**config.mk**
```make
export PLATFORM = sky130hd
export DESIGN_NAME = gamepad_sample_conditioner_flat
export DESIGN_NICKNAME = d
export VERILOG_FILES = /design/src/sv/gsc_pkg.sv /design/src/sv/gsc_in_if.sv /design/src/sv/gsc_out_if.sv /design/src/sv/gsc_stick.sv /design/src/sv/gsc_datapath.sv /design/src/sv/gsc_ctrl.sv /design/src/sv/gamepad_sample_conditioner.sv /design/src/flat_wrapper.sv
export SDC_FILE = /design/constraint.sdc
export NUM_CORES = 2
export LEC_CHECK = 0
export BUFFER_PORTS_ARGS = -buffer_cell sky130_fd_sc_hd__clkbuf_2
export CELL_PAD_IN_SITES_DETAIL_PLACEMENT = 0
export CELL_PAD_IN_SITES_GLOBAL_PLACEMENT = 1
export CORE_ASPECT_RATIO = 1.75
export CORE_UTILIZATION = 50
export CTS_CLUSTER_SIZE = 30
export DETAILED_ROUTE_END_ITERATION = 16
export PLACE_DENSITY_LB_ADDON = 0.1
export SLEW_MARGIN = 20
export SYNTH_ARGS = -nofsm -noshare
export SYNTH_HDL_FRONTEND = slang
export SYNTH_HIERARCHICAL = 1
export SYNTH_SLANG_ARGS = --single-unit
```
**constraint.sdc**
```tcl
create_clock -name clk -period 15.51 [get_ports clk]
set_input_delay 3.102 -clock clk [delete_from_list [all_inputs] [get_ports clk]]
set_output_delay 3.102 -clock clk [all_outputs]
set_load 0.01 [all_outputs]
```
**src/sv/gsc_pkg.sv**
```systemverilog
`default_nettype none
package gsc_pkg;

  localparam int unsigned BTN_W   = 16;
  localparam int unsigned TRIG_W  = 8;
  localparam int unsigned AXIS_W  = 16;
  localparam int unsigned LEVEL_W = 16;
  localparam int unsigned DZ_W    = 15;
  localparam int unsigned SQ_W    = 32;          // x*x + y*y tops out at 2^31
  localparam int unsigned DZSQ_W  = 2 * DZ_W;
  localparam int unsigned QUO_W   = 15;          // stick magnitude stays below 1.0
  localparam int unsigned REM_W   = SQ_W + QUO_W;
  localparam int unsigned STEP_W  = 4;
  localparam int unsigned CFG_AW  = 3;
  localparam int unsigned CFG_DW  = 32;

  localparam logic [DZ_W-1:0]   LEFT_DZ_RST     = 15'd7849;
  localparam logic [DZ_W-1:0]   RIGHT_DZ_RST    = 15'd8689;
  localparam logic [AXIS_W-1:0] FULL_SCALE      = 16'hFFFF;
  localparam logic [STEP_W-1:0] ROOT_FIRST_STEP = 4'd15;
  localparam logic [STEP_W-1:0] DIV_FIRST_STEP  = 4'd14;

  // register index, taken from paddr[2]
  localparam logic REG_LEFT_DZ  = 1'b0;
  localparam logic REG_RIGHT_DZ = 1'b1;

  typedef enum logic [3:0] {
    OP_NONE,
    OP_SQX,
    OP_SQY,
    OP_DZSQ,
    OP_ROOT,
    OP_NUMX,
    OP_DEN,
    OP_NUMY,
    OP_DIV
  } gsc_op_t;

  typedef struct packed {
    logic              load;
    gsc_op_t           op;
    logic [STEP_W-1:0] step;
    logic              out_load;
  } gsc_cmd_t;

  typedef struct packed {
    logic                     read_ok;
    logic [BTN_W-1:0]         buttons_now;
    logic [TRIG_W-1:0]        left_trigger_raw;
    logic [TRIG_W-1:0]        right_trigger_raw;
    logic signed [AXIS_W-1:0] left_x_raw;
    logic signed [AXIS_W-1:0] left_y_raw;
    logic signed [AXIS_W-1:0] right_x_raw;
    logic signed [AXIS_W-1:0] right_y_raw;
  } gsc_in_t;

  typedef struct packed {
    logic [BTN_W-1:0]         buttons_held;
    logic [BTN_W-1:0]         buttons_pressed;
    logic [BTN_W-1:0]         buttons_released;
    logic [LEVEL_W-1:0]       left_trigger_level;
    logic [LEVEL_W-1:0]       right_trigger_level;
    logic signed [AXIS_W-1:0] left_x_out;
    logic signed [AXIS_W-1:0] left_y_out;
    logic signed [AXIS_W-1:0] right_x_out;
    logic signed [AXIS_W-1:0] right_y_out;
  } gsc_out_t;

endpackage
`default_nettype wire

```
**src/sv/gsc_in_if.sv**
```systemverilog
`default_nettype none
interface gsc_in_if;
  logic               valid;
  logic               ready;
  logic               read_ok;
  logic [15:0]        buttons_now;
  logic [7:0]         left_trigger_raw;
  logic [7:0]         right_trigger_raw;
  logic signed [15:0] left_x_raw;
  logic signed [15:0] left_y_raw;
  logic signed [15:0] right_x_raw;
  logic signed [15:0] right_y_raw;

  modport source (
    output valid, read_ok, buttons_now, left_trigger_raw, right_trigger_raw,
    output left_x_raw, left_y_raw, right_x_raw, right_y_raw,
    input  ready
  );
  modport sink (
    input  valid, read_ok, buttons_now, left_trigger_raw, right_trigger_raw,
    input  left_x_raw, left_y_raw, right_x_raw, right_y_raw,
    output ready
  );
endinterface
`default_nettype wire

```
**src/sv/gsc_out_if.sv**
```systemverilog
`default_nettype none
interface gsc_out_if;
  logic               valid;
  logic               ready;
  logic [15:0]        buttons_held;
  logic [15:0]        buttons_pressed;
  logic [15:0]        buttons_released;
  logic [15:0]        left_trigger_level;
  logic [15:0]        right_trigger_level;
  logic signed [15:0] left_x_out;
  logic signed [15:0] left_y_out;
  logic signed [15:0] right_x_out;
  logic signed [15:0] right_y_out;

  modport source (
    output valid, buttons_held, buttons_pressed, buttons_released,
    output left_trigger_level, right_trigger_level,
    output left_x_out, left_y_out, right_x_out, right_y_out,
    input  ready
  );
  modport sink (
    input  valid, buttons_held, buttons_pressed, buttons_released,
    input  left_trigger_level, right_trigger_level,
    input  left_x_out, left_y_out, right_x_out, right_y_out,
    output ready
  );
endinterface
`default_nettype wire

```
**src/sv/gsc_stick.sv**
```systemverilog
`default_nettype none
module gsc_stick
  import gsc_pkg::*;
(
  input  wire logic                     clk,
  input  wire logic                     rst_n,
  input  wire gsc_cmd_t                 cmd,
  input  wire logic signed [AXIS_W-1:0] x_in,
  input  wire logic signed [AXIS_W-1:0] y_in,
  input  wire logic [DZ_W-1:0]          dz,
  output logic signed [AXIS_W-1:0]      x_out,
  output logic signed [AXIS_W-1:0]      y_out
);

  logic [AXIS_W-1:0] mx_r, my_r;
  logic              sx_r, sy_r;
  logic [SQ_W-1:0]   sq_r;
  logic [DZSQ_W-1:0] dzsq_r;
  logic [SQ_W-1:0]   rem_r, res_r;
  logic              zflag_r;
  logic [SQ_W-1:0]   den_r;
  logic [REM_W-1:0]  numx_r, numy_r;
  logic [QUO_W-1:0]  qx_r, qy_r;

  logic [AXIS_W-1:0] len_w, len_less_w, mul_a, mul_b;
  logic [SQ_W-1:0]   product, bit_w, trial_w;
  logic              root_take;
  logic [REM_W-1:0]  dsh_w;
  logic              takex, takey;
  logic [AXIS_W-1:0] qxw, qyw;

  assign len_w      = res_r[AXIS_W-1:0];
  assign len_less_w = len_w - {1'b0, dz};

  // single shared multiplier
  always_comb begin
    mul_a = '0;
    mul_b = '0;
    case (cmd.op)
      OP_SQX: begin
        mul_a = mx_r;
        mul_b = mx_r;
      end
      OP_SQY: begin
        mul_a = my_r;
        mul_b = my_r;
      end
      OP_DZSQ: begin
        mul_a = {1'b0, dz};
        mul_b = {1'b0, dz};
      end
      OP_NUMX: begin
        mul_a = mx_r;
        mul_b = len_less_w;
      end
      OP_DEN: begin
        mul_a = len_w;
        mul_b = FULL_SCALE - {1'b0, dz};
      end
      OP_NUMY: begin
        mul_a = my_r;
        mul_b = len_less_w;
      end
      default: ;
    endcase
  end

  assign product = mul_a * mul_b;

  // one root bit per step
  assign bit_w     = SQ_W'(1) << {cmd.step, 1'b0};
  assign trial_w   = res_r + bit_w;
  assign root_take = rem_r >= trial_w;

  // one quotient bit per step, both axes together
  assign dsh_w = REM_W'(den_r) << cmd.step;
  assign takex = numx_r >= dsh_w;
  assign takey = numy_r >= dsh_w;

  always_ff @(posedge clk) begin
    if (cmd.load) begin
      sx_r <= x_in[AXIS_W-1];
      sy_r <= y_in[AXIS_W-1];
      mx_r <= x_in[AXIS_W-1] ? (~$unsigned(x_in) + 16'd1) : $unsigned(x_in);
      my_r <= y_in[AXIS_W-1] ? (~$unsigned(y_in) + 16'd1) : $unsigned(y_in);
    end
    case (cmd.op)
      OP_SQX: sq_r <= product;
      OP_SQY: sq_r <= sq_r + product;
      OP_DZSQ: begin
        dzsq_r <= product[DZSQ_W-1:0];
        rem_r  <= sq_r;
        res_r  <= '0;
      end
      OP_ROOT: begin
        if (root_take) begin
          rem_r <= rem_r - trial_w;
          res_r <= (res_r >> 1) + bit_w;
        end else begin
          res_r <= res_r >> 1;
        end
      end
      OP_NUMX: begin
        numx_r  <= {product, {QUO_W{1'b0}}};
        zflag_r <= (sq_r == '0) || (sq_r < SQ_W'(dzsq_r));
      end
      OP_DEN:  den_r  <= product;
      OP_NUMY: numy_r <= {product, {QUO_W{1'b0}}};
      OP_DIV: begin
        if (takex) numx_r <= numx_r - dsh_w;
        if (takey) numy_r <= numy_r - dsh_w;
        qx_r <= {qx_r[QUO_W-2:0], takex};
        qy_r <= {qy_r[QUO_W-2:0], takey};
      end
      default: ;
    endcase
  end

  assign qxw   = {1'b0, qx_r};
  assign qyw   = {1'b0, qy_r};
  assign x_out = zflag_r ? '0 : $signed(sx_r ? (~qxw + 16'd1) : qxw);
  assign y_out = zflag_r ? '0 : $signed(sy_r ? (~qyw + 16'd1) : qyw);

  // quotient must fit in QUO_W bits outside the dead zone
  assert property (@(posedge clk) disable iff (!rst_n)
    (cmd.op == OP_DIV && cmd.step == DIV_FIRST_STEP && !zflag_r)
      |-> (numx_r < (REM_W'(den_r) << QUO_W)) && (numy_r < (REM_W'(den_r) << QUO_W)))
    else $error("stick quotient overflow");

endmodule
`default_nettype wire

```
**src/sv/gsc_datapath.sv**
```systemverilog
`default_nettype none
module gsc_datapath
  import gsc_pkg::*;
(
  input  wire logic             clk,
  input  wire logic             rst_n,
  input  wire gsc_cmd_t         cmd,
  input  wire gsc_in_t          in_data,
  input  wire logic [DZ_W-1:0]  left_dz,
  input  wire logic [DZ_W-1:0]  right_dz,
  output gsc_out_t              out_data
);

  logic [BTN_W-1:0]  prev_r, held_r, pressed_r, released_r;
  logic [TRIG_W-1:0] lt_r, rt_r;
  gsc_out_t          out_r;

  logic [BTN_W-1:0]         cur_w;
  logic signed [AXIS_W-1:0] lx_w, ly_w, rx_w, ry_w;
  logic signed [AXIS_W-1:0] lx_o, ly_o, rx_o, ry_o;
  gsc_out_t                 res_w;

  // failed read: whole sample counts as zero
  assign cur_w = in_data.read_ok ? in_data.buttons_now : '0;
  assign lx_w  = in_data.read_ok ? in_data.left_x_raw  : '0;
  assign ly_w  = in_data.read_ok ? in_data.left_y_raw  : '0;
  assign rx_w  = in_data.read_ok ? in_data.right_x_raw : '0;
  assign ry_w  = in_data.read_ok ? in_data.right_y_raw : '0;

  always_ff @(posedge clk) begin
    if (!rst_n) begin
      prev_r <= '0;
    end else if (cmd.load) begin
      prev_r <= cur_w;
    end
  end

  always_ff @(posedge clk) begin
    if (cmd.load) begin
      held_r     <= cur_w;
      pressed_r  <= ~prev_r & cur_w;
      released_r <= prev_r & ~cur_w;
      lt_r       <= in_data.read_ok ? in_data.left_trigger_raw  : '0;
      rt_r       <= in_data.read_ok ? in_data.right_trigger_raw : '0;
    end
    if (cmd.out_load) begin
      out_r <= res_w;
    end
  end

  gsc_stick u_left (
    .clk   (clk),
    .rst_n (rst_n),
    .cmd   (cmd),
    .x_in  (lx_w),
    .y_in  (ly_w),
    .dz    (left_dz),
    .x_out (lx_o),
    .y_out (ly_o)
  );

  gsc_stick u_right (
    .clk   (clk),
    .rst_n (rst_n),
    .cmd   (cmd),
    .x_in  (rx_w),
    .y_in  (ry_w),
    .dz    (right_dz),
    .x_out (rx_o),
    .y_out (ry_o)
  );

  // raw * 257 is the byte repeated
  always_comb begin
    res_w.buttons_held        = held_r;
    res_w.buttons_pressed     = pressed_r;
    res_w.buttons_released    = released_r;
    res_w.left_trigger_level  = {lt_r, lt_r};
    res_w.right_trigger_level = {rt_r, rt_r};
    res_w.left_x_out          = lx_o;
    res_w.left_y_out          = ly_o;
    res_w.right_x_out         = rx_o;
    res_w.right_y_out         = ry_o;
  end

  assign out_data = out_r;

endmodule
`default_nettype wire

```
**src/sv/gsc_ctrl.sv**
```systemverilog
`default_nettype none
module gsc_ctrl
  import gsc_pkg::*;
(
  input  wire logic clk,
  input  wire logic rst_n,
  input  wire logic in_valid,
  output logic      in_ready,
  output logic      out_valid,
  input  wire logic out_ready,
  output gsc_cmd_t  cmd
);

  typedef enum logic [9:0] {
    S_IDLE = 10'b00_0000_0001,
    S_SQX  = 10'b00_0000_0010,
    S_SQY  = 10'b00_0000_0100,
    S_DZSQ = 10'b00_0000_1000,
    S_ROOT = 10'b00_0001_0000,
    S_NUMX = 10'b00_0010_0000,
    S_DEN  = 10'b00_0100_0000,
    S_NUMY = 10'b00_1000_0000,
    S_DIV  = 10'b01_0000_0000,
    S_DONE = 10'b10_0000_0000
  } gsc_state_t;

  gsc_state_t        state_r, state_nxt;
  logic [STEP_W-1:0] cnt_r, cnt_nxt;
  logic              out_valid_r, out_valid_nxt;
  logic              in_fire;

  assign in_ready = (state_r == S_IDLE);
  assign in_fire  = in_valid && in_ready;

  always_comb begin
    state_nxt    = state_r;
    cnt_nxt      = cnt_r;
    cmd.load     = 1'b0;
    cmd.op       = OP_NONE;
    cmd.step     = cnt_r;
    cmd.out_load = 1'b0;
    unique case (state_r)
      S_IDLE: begin
        if (in_valid) begin
          cmd.load  = 1'b1;
          state_nxt = S_SQX;
        end
      end
      S_SQX: begin
        cmd.op    = OP_SQX;
        state_nxt = S_SQY;
      end
      S_SQY: begin
        cmd.op    = OP_SQY;
        state_nxt = S_DZSQ;
      end
      S_DZSQ: begin
        cmd.op    = OP_DZSQ;
        cnt_nxt   = ROOT_FIRST_STEP;
        state_nxt = S_ROOT;
      end
      S_ROOT: begin
        cmd.op = OP_ROOT;
        if (cnt_r == '0) begin
          state_nxt = S_NUMX;
        end else begin
          cnt_nxt = cnt_r - 1'b1;
        end
      end
      S_NUMX: begin
        cmd.op    = OP_NUMX;
        state_nxt = S_DEN;
      end
      S_DEN: begin
        cmd.op    = OP_DEN;
        state_nxt = S_NUMY;
      end
      S_NUMY: begin
        cmd.op    = OP_NUMY;
        cnt_nxt   = DIV_FIRST_STEP;
        state_nxt = S_DIV;
      end
      S_DIV: begin
        cmd.op = OP_DIV;
        if (cnt_r == '0) begin
          state_nxt = S_DONE;
        end else begin
          cnt_nxt = cnt_r - 1'b1;
        end
      end
      S_DONE: begin
        if (!out_valid_r || out_ready) begin
          cmd.out_load = 1'b1;
          state_nxt    = S_IDLE;
        end
      end
      default: state_nxt = S_IDLE;
    endcase
  end

  always_comb begin
    if (cmd.out_load) begin
      out_valid_nxt = 1'b1;
    end else if (out_ready) begin
      out_valid_nxt = 1'b0;
    end else begin
      out_valid_nxt = out_valid_r;
    end
  end

  always_ff @(posedge clk) begin
    if (!rst_n) begin
      state_r     <= S_IDLE;
      cnt_r       <= '0;
      out_valid_r <= 1'b0;
    end else begin
      state_r     <= state_nxt;
      cnt_r       <= cnt_nxt;
      out_valid_r <= out_valid_nxt;
    end
  end

  assign out_valid = out_valid_r;

  assert property (@(posedge clk) disable iff (!rst_n)
    cmd.out_load |-> (!out_valid_r || out_ready))
    else $error("result register overwritten before taken");

  assert property (@(posedge clk) disable iff (!rst_n)
    $rose(out_valid_r) |-> $past(state_r == S_DONE))
    else $error("result shown without finished item");

  assert property (@(posedge clk) disable iff (!rst_n)
    (state_r == S_ROOT && cnt_r != '0) |=> (state_r == S_ROOT))
    else $error("square root left early");

  assert property (@(posedge clk) disable iff (!rst_n)
    in_fire |=> !in_ready)
    else $error("second item taken while busy");

endmodule
`default_nettype wire

```
**src/sv/gamepad_sample_conditioner.sv**
```systemverilog
// channel   dir  handshake        payload
// in_ch     in   valid/ready      read_ok, buttons, triggers, four stick axes
// out_ch    out  valid/ready      held/pressed/released, trigger levels, stick outs
// APB       in   psel/penable     two dead zone radii at 0x0 and 0x4, pready tied high
//
// One item at a time: accept, three multiplies for the squares, 16 steps of
// the bit-serial square root, three multiplies for numerators and denominator,
// 15 steps of restoring division (x and y side by side), then the load into
// the result register. Each stick has its own lane with one 16x16 multiplier.
// The result register frees the core, so the next item goes in while the last
// result waits; if it is still not taken when the next finishes, the core holds.
// Reset (synchronous, active low) restores the radii, clears the previous
// button mask and sends the control back to idle with out_valid low.
`default_nettype none
module gamepad_sample_conditioner
  import gsc_pkg::*;
(
  input  wire logic              clk,
  input  wire logic              rst_n,
  gsc_in_if.sink                 in_ch,
  gsc_out_if.source              out_ch,
  input  wire logic              psel,
  input  wire logic              penable,
  input  wire logic              pwrite,
  input  wire logic [CFG_AW-1:0] paddr,
  input  wire logic [CFG_DW-1:0] pwdata,
  output logic [CFG_DW-1:0]      prdata,
  output logic                   pready
);

  logic [DZ_W-1:0] left_dz_r, right_dz_r;
  logic            cfg_wr;
  gsc_cmd_t        cmd;
  gsc_in_t         in_data;
  gsc_out_t        out_data;
  logic            in_ready, out_valid;

  // ---- configuration: zero-wait APB, index from paddr[2] ----
  assign pready = 1'b1;
  assign cfg_wr = psel && penable && pwrite;

  always_ff @(posedge clk) begin
    if (!rst_n) begin
      left_dz_r  <= LEFT_DZ_RST;
      right_dz_r <= RIGHT_DZ_RST;
    end else if (cfg_wr) begin
      unique case (paddr[2])
        REG_LEFT_DZ:  left_dz_r  <= pwdata[DZ_W-1:0];
        REG_RIGHT_DZ: right_dz_r <= pwdata[DZ_W-1:0];
        default: ;
      endcase
    end
  end

  always_comb begin
    unique case (paddr[2])
      REG_LEFT_DZ:  prdata = CFG_DW'(left_dz_r);
      REG_RIGHT_DZ: prdata = CFG_DW'(right_dz_r);
      default:      prdata = '0;
    endcase
  end

  // ---- input item ----
  always_comb begin
    in_data.read_ok           = in_ch.read_ok;
    in_data.buttons_now       = in_ch.buttons_now;
    in_data.left_trigger_raw  = in_ch.left_trigger_raw;
    in_data.right_trigger_raw = in_ch.right_trigger_raw;
    in_data.left_x_raw        = in_ch.left_x_raw;
    in_data.left_y_raw        = in_ch.left_y_raw;
    in_data.right_x_raw       = in_ch.right_x_raw;
    in_data.right_y_raw       = in_ch.right_y_raw;
  end
  assign in_ch.ready = in_ready;

  gsc_ctrl u_ctrl (
    .clk       (clk),
    .rst_n     (rst_n),
    .in_valid  (in_ch.valid),
    .in_ready  (in_ready),
    .out_valid (out_valid),
    .out_ready (out_ch.ready),
    .cmd       (cmd)
  );

  gsc_datapath u_dp (
    .clk      (clk),
    .rst_n    (rst_n),
    .cmd      (cmd),
    .in_data  (in_data),
    .left_dz  (left_dz_r),
    .right_dz (right_dz_r),
    .out_data (out_data)
  );

  // ---- result item ----
  assign out_ch.valid               = out_valid;
  assign out_ch.buttons_held        = out_data.buttons_held;
  assign out_ch.buttons_pressed     = out_data.buttons_pressed;
  assign out_ch.buttons_released    = out_data.buttons_released;
  assign out_ch.left_trigger_level  = out_data.left_trigger_level;
  assign out_ch.right_trigger_level = out_data.right_trigger_level;
  assign out_ch.left_x_out          = out_data.left_x_out;
  assign out_ch.left_y_out          = out_data.left_y_out;
  assign out_ch.right_x_out         = out_data.right_x_out;
  assign out_ch.right_y_out         = out_data.right_y_out;

endmodule
`default_nettype wire

```
**src/flat_wrapper.sv**
```systemverilog
// flat-port wrapper written by rule: the top's interface ports become plain ports
module gamepad_sample_conditioner_flat import gsc_pkg::*;
  (clk, rst_n, psel, penable, pwrite, paddr, pwdata, prdata, pready, in_ch_valid, in_ch_read_ok, in_ch_buttons_now, in_ch_left_trigger_raw, in_ch_right_trigger_raw, in_ch_left_x_raw, in_ch_left_y_raw, in_ch_right_x_raw, in_ch_right_y_raw, in_ch_ready, out_ch_valid, out_ch_buttons_held, out_ch_buttons_pressed, out_ch_buttons_released, out_ch_left_trigger_level, out_ch_right_trigger_level, out_ch_left_x_out, out_ch_left_y_out, out_ch_right_x_out, out_ch_right_y_out, out_ch_ready);
  gsc_in_if in_ch_i ();
  gsc_out_if out_ch_i ();
  input  wire logic clk;
  input  wire logic rst_n;
  input  wire logic psel;
  input  wire logic penable;
  input  wire logic pwrite;
  input  wire logic [CFG_AW-1:0] paddr;
  input  wire logic [CFG_DW-1:0] pwdata;
  output logic [CFG_DW-1:0] prdata;
  output logic pready;
  input wire logic [$bits(in_ch_i.valid)-1:0] in_ch_valid;
  input wire logic [$bits(in_ch_i.read_ok)-1:0] in_ch_read_ok;
  input wire logic [$bits(in_ch_i.buttons_now)-1:0] in_ch_buttons_now;
  input wire logic [$bits(in_ch_i.left_trigger_raw)-1:0] in_ch_left_trigger_raw;
  input wire logic [$bits(in_ch_i.right_trigger_raw)-1:0] in_ch_right_trigger_raw;
  input wire logic [$bits(in_ch_i.left_x_raw)-1:0] in_ch_left_x_raw;
  input wire logic [$bits(in_ch_i.left_y_raw)-1:0] in_ch_left_y_raw;
  input wire logic [$bits(in_ch_i.right_x_raw)-1:0] in_ch_right_x_raw;
  input wire logic [$bits(in_ch_i.right_y_raw)-1:0] in_ch_right_y_raw;
  output wire logic [$bits(in_ch_i.ready)-1:0] in_ch_ready;
  output wire logic [$bits(out_ch_i.valid)-1:0] out_ch_valid;
  output wire logic [$bits(out_ch_i.buttons_held)-1:0] out_ch_buttons_held;
  output wire logic [$bits(out_ch_i.buttons_pressed)-1:0] out_ch_buttons_pressed;
  output wire logic [$bits(out_ch_i.buttons_released)-1:0] out_ch_buttons_released;
  output wire logic [$bits(out_ch_i.left_trigger_level)-1:0] out_ch_left_trigger_level;
  output wire logic [$bits(out_ch_i.right_trigger_level)-1:0] out_ch_right_trigger_level;
  output wire logic [$bits(out_ch_i.left_x_out)-1:0] out_ch_left_x_out;
  output wire logic [$bits(out_ch_i.left_y_out)-1:0] out_ch_left_y_out;
  output wire logic [$bits(out_ch_i.right_x_out)-1:0] out_ch_right_x_out;
  output wire logic [$bits(out_ch_i.right_y_out)-1:0] out_ch_right_y_out;
  input wire logic [$bits(out_ch_i.ready)-1:0] out_ch_ready;
  assign in_ch_i.valid = in_ch_valid;
  assign in_ch_i.read_ok = in_ch_read_ok;
  assign in_ch_i.buttons_now = in_ch_buttons_now;
  assign in_ch_i.left_trigger_raw = in_ch_left_trigger_raw;
  assign in_ch_i.right_trigger_raw = in_ch_right_trigger_raw;
  assign in_ch_i.left_x_raw = in_ch_left_x_raw;
  assign in_ch_i.left_y_raw = in_ch_left_y_raw;
  assign in_ch_i.right_x_raw = in_ch_right_x_raw;
  assign in_ch_i.right_y_raw = in_ch_right_y_raw;
  assign in_ch_ready = in_ch_i.ready;
  assign out_ch_valid = out_ch_i.valid;
  assign out_ch_buttons_held = out_ch_i.buttons_held;
  assign out_ch_buttons_pressed = out_ch_i.buttons_pressed;
  assign out_ch_buttons_released = out_ch_i.buttons_released;
  assign out_ch_left_trigger_level = out_ch_i.left_trigger_level;
  assign out_ch_right_trigger_level = out_ch_i.right_trigger_level;
  assign out_ch_left_x_out = out_ch_i.left_x_out;
  assign out_ch_left_y_out = out_ch_i.left_y_out;
  assign out_ch_right_x_out = out_ch_i.right_x_out;
  assign out_ch_right_y_out = out_ch_i.right_y_out;
  assign out_ch_i.ready = out_ch_ready;
  gamepad_sample_conditioner u_core (.clk(clk), .rst_n(rst_n), .in_ch(in_ch_i), .out_ch(out_ch_i), .psel(psel), .penable(penable), .pwrite(pwrite), .paddr(paddr), .pwdata(pwdata), .prdata(prdata), .pready(pready));
endmodule
```
# Word level (Yosys, flattened, before mapping)
# Index checks and enable logic that the tools add are counted.
# word_totals
ff_bits,903
latch_bits,0
mem_bits_rw,0
rom_bits,0
inputBits,139
output_inout_bits,179
elab_cells,223
memories,0
# classes
n_addsub,25
multipliers,2
div_mod_pow,0
n_lt_le_gt_ge,8
eq_ne,29
shifts,3
mux,50
bitwise,17
reduce_logical,33
# op_table
cell,n
32-bit one-hot mux with 2 select lines,7
47-bit one-hot mux with 2 select lines,4
47-bit >= comparator,4
47-bit 2-to-1 mux,4
47-bit subtractor,4
16-bit one-hot mux with 5 select lines,2
16-bit by 1-bit adder with 16-bit output (second input constant),8
32-bit adder,4
32-bit 2-to-1 mux,4
16-bit one-hot mux with 4 select lines,2
15-bit 2-to-1 mux,8
10-bit one-hot mux with 10 select lines,1
16-bit NOT,6
32-bit by 4-bit << shifter with 47-bit output,2
16-bit 2-to-1 mux,5
31-bit by 32-bit adder with 32-bit output,2
32-bit >= comparator,2
32-bit logical NOT,2
32-bit by 30-bit less-than comparator with 1-bit output,2
16-bit by 16-bit multiplier with 32-bit output,2
15-bit NOT with 16-bit output,4
32-bit subtractor,2
10-bit 2-to-1 mux,4
16-bit AND,2
other kinds (34),80

# Longest topological paths before layout
# logic_depth
depth_word,8
ltp_mapped,47
mapped_depth_nobuf,44

# Modules after synthesis
# Netlist, hierarchy kept.
# modules_own_cells
mod,instances,cells_per_inst,area_per_inst_um2,seq_area_each_um2
gsc_stick (u_core.u_dp.u_left),1,3910,34981.0,9519.1
gsc_stick (u_core.u_dp.u_right),1,3859,34589.4,9519.1
gsc_datapath,1,415,7272.0,6085.8
gamepad_sample_conditioner,1,163,1590.3,600.6
gsc_ctrl,1,118,955.9,300.3

# Worst setup path before layout
# Ideal clock, no wire load.
# synth_path
path_kind,flip-flop to flip-flop
from,register u_core.u_ctrl.state_r[1]
to,register u_core.u_dp.u_left.sq_r[30] (data pin)
setup_ns,0.260
arrival_ns,11.073
required_time_ns,15.250
slack_ns,4.177
stages_incl_launch_ff,42
n_path_buf,4
period_less_slack_ns,11.333
path_cell_list,dfxtp_1 > buf_6 > nor4_2 > nand3_1 > o21ai_0 > clkbuf_1 > nand2_1 > nor3_1 > clkbuf_1 > a222oi_1 > nand2_1 > clkbuf_1 > nand2_1 > fa_1 > fa_1 > fa_1 > inv_1 > fa_1 > (+6 left out) > nand2_1 > o21ai_0 > a31oi_1 > o21ai_0 > a21o_1 > a21oi_1 > xnor2_1 > ha_1 > and4_1 > nand2_1 > o211ai_1 > a221o_1 > nand2_1 > o21ai_0 > o41ai_1 > o21ai_0 > xor2_1 > mux2_2
# synth_lines
item,line_no,rtl
start: declaration,gsc_ctrl.sv:27,"gsc_state_t state_r, state_nxt;"
start signal: assignment,gsc_ctrl.sv:117,state_r <= state_nxt;
end signal: assignment,gsc_stick.sv:88,OP_SQX: sq_r <= product;
end signal: assignment,gsc_stick.sv:89,OP_SQY: sq_r <= sq_r + product;
end: declaration,gsc_stick.sv:17,logic [SQ_W-1:0] sq_r;

==> qor.yml <==
outcome: "finished clean"
post_cts_hold_buffer_count: 0
cts.clk_slew.worst_paths_ps: 80
synthToLayoutAreaGrowth_pct: 8.38
crit_path_time_final_ps: 14000
critical_path.reg2reg.endpoint: "u_core/u_dp/u_right/sq_r[28]"
slew_hr_pct: 27.2
worst-r2r-cell-count: 40
critical_path.startpoint_type: "register"
finClkSkew_ps: 73.1
timing.final.setup_violations: 0
beginning_of_the_worst_hold_path: "u_core/u_dp/rt_r[7]"
r2r_start: "u_core/u_ctrl/state_r[4]"
grt_use_total_pct: 33.5
timing_max_transition_violations_final: 0
leading_cell_types_in_the_layout_fill_and_taps_excluded: "1092 x nand2_1, 826 x edfxtp_1, 694 x ha_1, 688 x inv_1, 654 x nor2_1"
slowest_stage: "nand2_1"
tritoncts_buffer_count: 94
slowest_delay_ps: 780
synth_sequential_area_ratio_pct: 32.8
place_worst_setup_slack_ps: 1830
die_area_um2: 160000
post_cts_resized: 0
maxClockFrequency_mhz: 71.4
regToRegSetupSlack_ps: 1510
total_power_mw: 5.31
place.port_buffers: 280
wl_um: 268000
max-vdd-ir-drop_mv: 0.0989
cell_family_contributing_the_most_delay_on_the_critical_path: "simple AND/OR/NAND/NOR gates"
path_max_fanout: 19
syn_area_per_cell_um2: 9.38
core_um2: 158000
io-pin-count: 318
grt_setup_unrepaired: "false"
power_density_nw_per_um2: 61.8
n_fill_cell: 14500
die_width_um: 303
timing_worst_slew_pin_value_ps: 1090
fp.dieH_um: 529
drive_above_1_share_pct: 8.74
grt_overflow: 0
cts_max_level: 3
min_period_over_period_pct: 90.2
mappedNetlistArea_um2: 79400
finish.instance_area_um2: 86000
clock_sinks: 887
async_reset_ff_share_pct: 0
yosysWarnings: 6
grt_start_max_net_pins: 97
vias_per_inst: 6.05
dp_hpwl_um: 213000
timing.final.ws_setup_ps: 1510
wire_length_per_cell_um: 24.9
vias: 65200
wire_length_of_the_first_global_routing_pass_um: 400000
cp.arrival_ps: 14450
critical_path.endpoint_type: "register"
final-hold-violation-count: 0
worstSetupPathType: "reg2reg"
drt_pre_antenna_iters: 7
critical_path_required_ps: 15970
drc_errors: 0
cts_tree: "built"
grt_pass1_vias: 67100
insertion_delay_ps: 740
hold_path_end: "u_core/u_dp/out_data[71]"
ys.flop_type: "edfxtp_1"
postRouteAntennaNets: 0
mostFrequentLayoutCell: "nand2_1"
grt_antenna_before_repair: 12
max_cap_violations: 0
post_synth_num_cell_types: 117
final.setup.tns_ps: 0
row_count: 193
final_nets: 9874
post-cts-setup-buffer-count: 0
p_leak_nw: 36.7
max-clock-path-buffers: 3
timing.critical_path.buf_inv: 4
cells_after_synthesis: 8465
cell_area_placed_um2: 83000
min-delay-path-class: "reg2reg"
floorplan.initialDensity_pct: 50.3
synth_edf_count: 826
holdPathStages: 0
layoutNonFillerInstCount: 10800
clock-root-buffer: "clkbuf_16"
ff_latch_count_synth: 887
placed_cells: 10600
gp_congestion: 0.989
drt-initial-drc-count: 4113
synth_stat cells, types with 47 or more instances:
cell         n  area share, %
nand3_1    126           0.79
a211oi_1    87           0.82
a21oi_1    452            2.8
ha_1       694             11
mux2i_1     99            1.2
or3_1       59           0.46
xor2_1     274            3.0
a31oi_1     91           0.72
a21o_1     230            2.2
inv_1      690            3.3
and3_1      56           0.44
and2_1     160            1.3
nor2b_1    129            1.0
o21ai_0    513            3.2
nor2_1     657            3.1
o21bai_1    61           0.58
o21a_1      60           0.57
nand2_1   1093            5.2
nand4_1     77           0.61
xnor2_1    286            3.2
edfxtp_1   826             31
nand2b_1    83           0.65
o21ai_1     56           0.35
clkbuf_1   249            1.2
o31ai_1     62           0.59
fa_1       398             10
o211ai_1    47           0.44
nor3_1     125           0.79
dfxtp_1     61            1.5
report_power, final:
group          switching [mW]  leakage (nW)  internal [mW]
combinational           0.187          27.3          0.102
clock                    1.07          1.49           1.26
sequential             0.0511          7.91           2.65
metal layers:
| metal | up-vias | global-route usage, % | routed length [um] |
|---|---|---|---|
| li1 | 30300 | - | - |
| met1 | 31900 | 31.7 | 87700 |
| met2 | 1998 | 61.7 | 140000 |
| met3 | 920 | 4.11 | 11200 |
| met4 | 4 | 30.9 | 29300 |
| met5 | - | 0 | 32 |
sequential cells by signal, summed over array words and instances, names as in the netlist, 30 cells and up:
signal,cells
u_core/u_dp/u_right/sq_r,32
u_core/u_dp/u_left/rem_r,32
u_core/u_dp/u_left/den_r,32
u_core/u_dp/u_right/den_r,32
u_core/u_dp/out_data,128
u_core/u_dp/u_right/dzsq_r,30
u_core/u_dp/u_left/numx_r,47
u_core/u_dp/u_left/numy_r,47
u_core/u_dp/u_right/rem_r,32
u_core/u_dp/u_left/sq_r,32
u_core/u_dp/u_left/res_r,32
u_core/u_dp/u_right/numx_r,47
u_core/u_dp/u_left/dzsq_r,30
u_core/u_dp/u_right/res_r,32
u_core/u_dp/u_right/numy_r,47
worst max path at each step:
stage	from	depth (start not counted)	slack [ps]	end
2_1_floorplan	u_core/u_ctrl/state_r[1]	41	4180	u_core/u_dp/u_left/sq_r[30]
3_3_place_gp	u_core/u_ctrl/state_r[4]	40	1920	u_core/u_dp/u_right/sq_r[28]
3_5_place_dp	u_core/u_ctrl/state_r[4]	38	1830	u_core/u_dp/u_left/sq_r[30]
4_1_cts	u_core/u_ctrl/state_r[4]	38	1810	u_core/u_dp/u_left/sq_r[30]
5_1_grt	u_core/u_ctrl/state_r[4]	40	1010	u_core/u_dp/u_right/sq_r[28]
6_report	u_core/u_ctrl/state_r[4]	40	1510	u_core/u_dp/u_right/sq_r[28]
per-stage QoR:
stage	hold WS (ps)	util (%)
2_1_floorplan	400	-
3_3_place_gp	401	52.6
3_5_place_dp	405	52.6
4_1_cts	415	54.6
5_1_grt	415	54.6
6_report	412	54.6
cells by family after synthesis:
| group | share of synthesized area (%) |
|---|---|
| AND/OR/NAND/NOR | 16.2 |
| AO/OA/AOI/OAI | 15.8 |
| adder cells (fa/ha/maj) | 21.0 |
| buffers and inverters | 5.13 |
| flip-flops | 32.8 |
| XOR/XNOR | 6.18 |
| multiplexers | 2.94 |
| other | 0.00946 |
area by class of cell:
| class | count | area, um2 | area share [%] |
|---|---|---|---|
| multi-input cells | 6566 | 49500 | 57.5 |
| repair buffers | 397 | 2280 | 2.65 |
| flip-flops and latches | 887 | 26000 | 30.3 |
| well taps | 2047 | 2560 | 2.98 |
| clock inverters | 59 | 607 | 0.705 |
| clock buffers | 114 | 2450 | 2.84 |
| diodes | 7 | 17.5 | 0.0204 |
| inverters | 697 | 2620 | 3.04 |
Note: power is estimated with default switching activity, not from simulation.
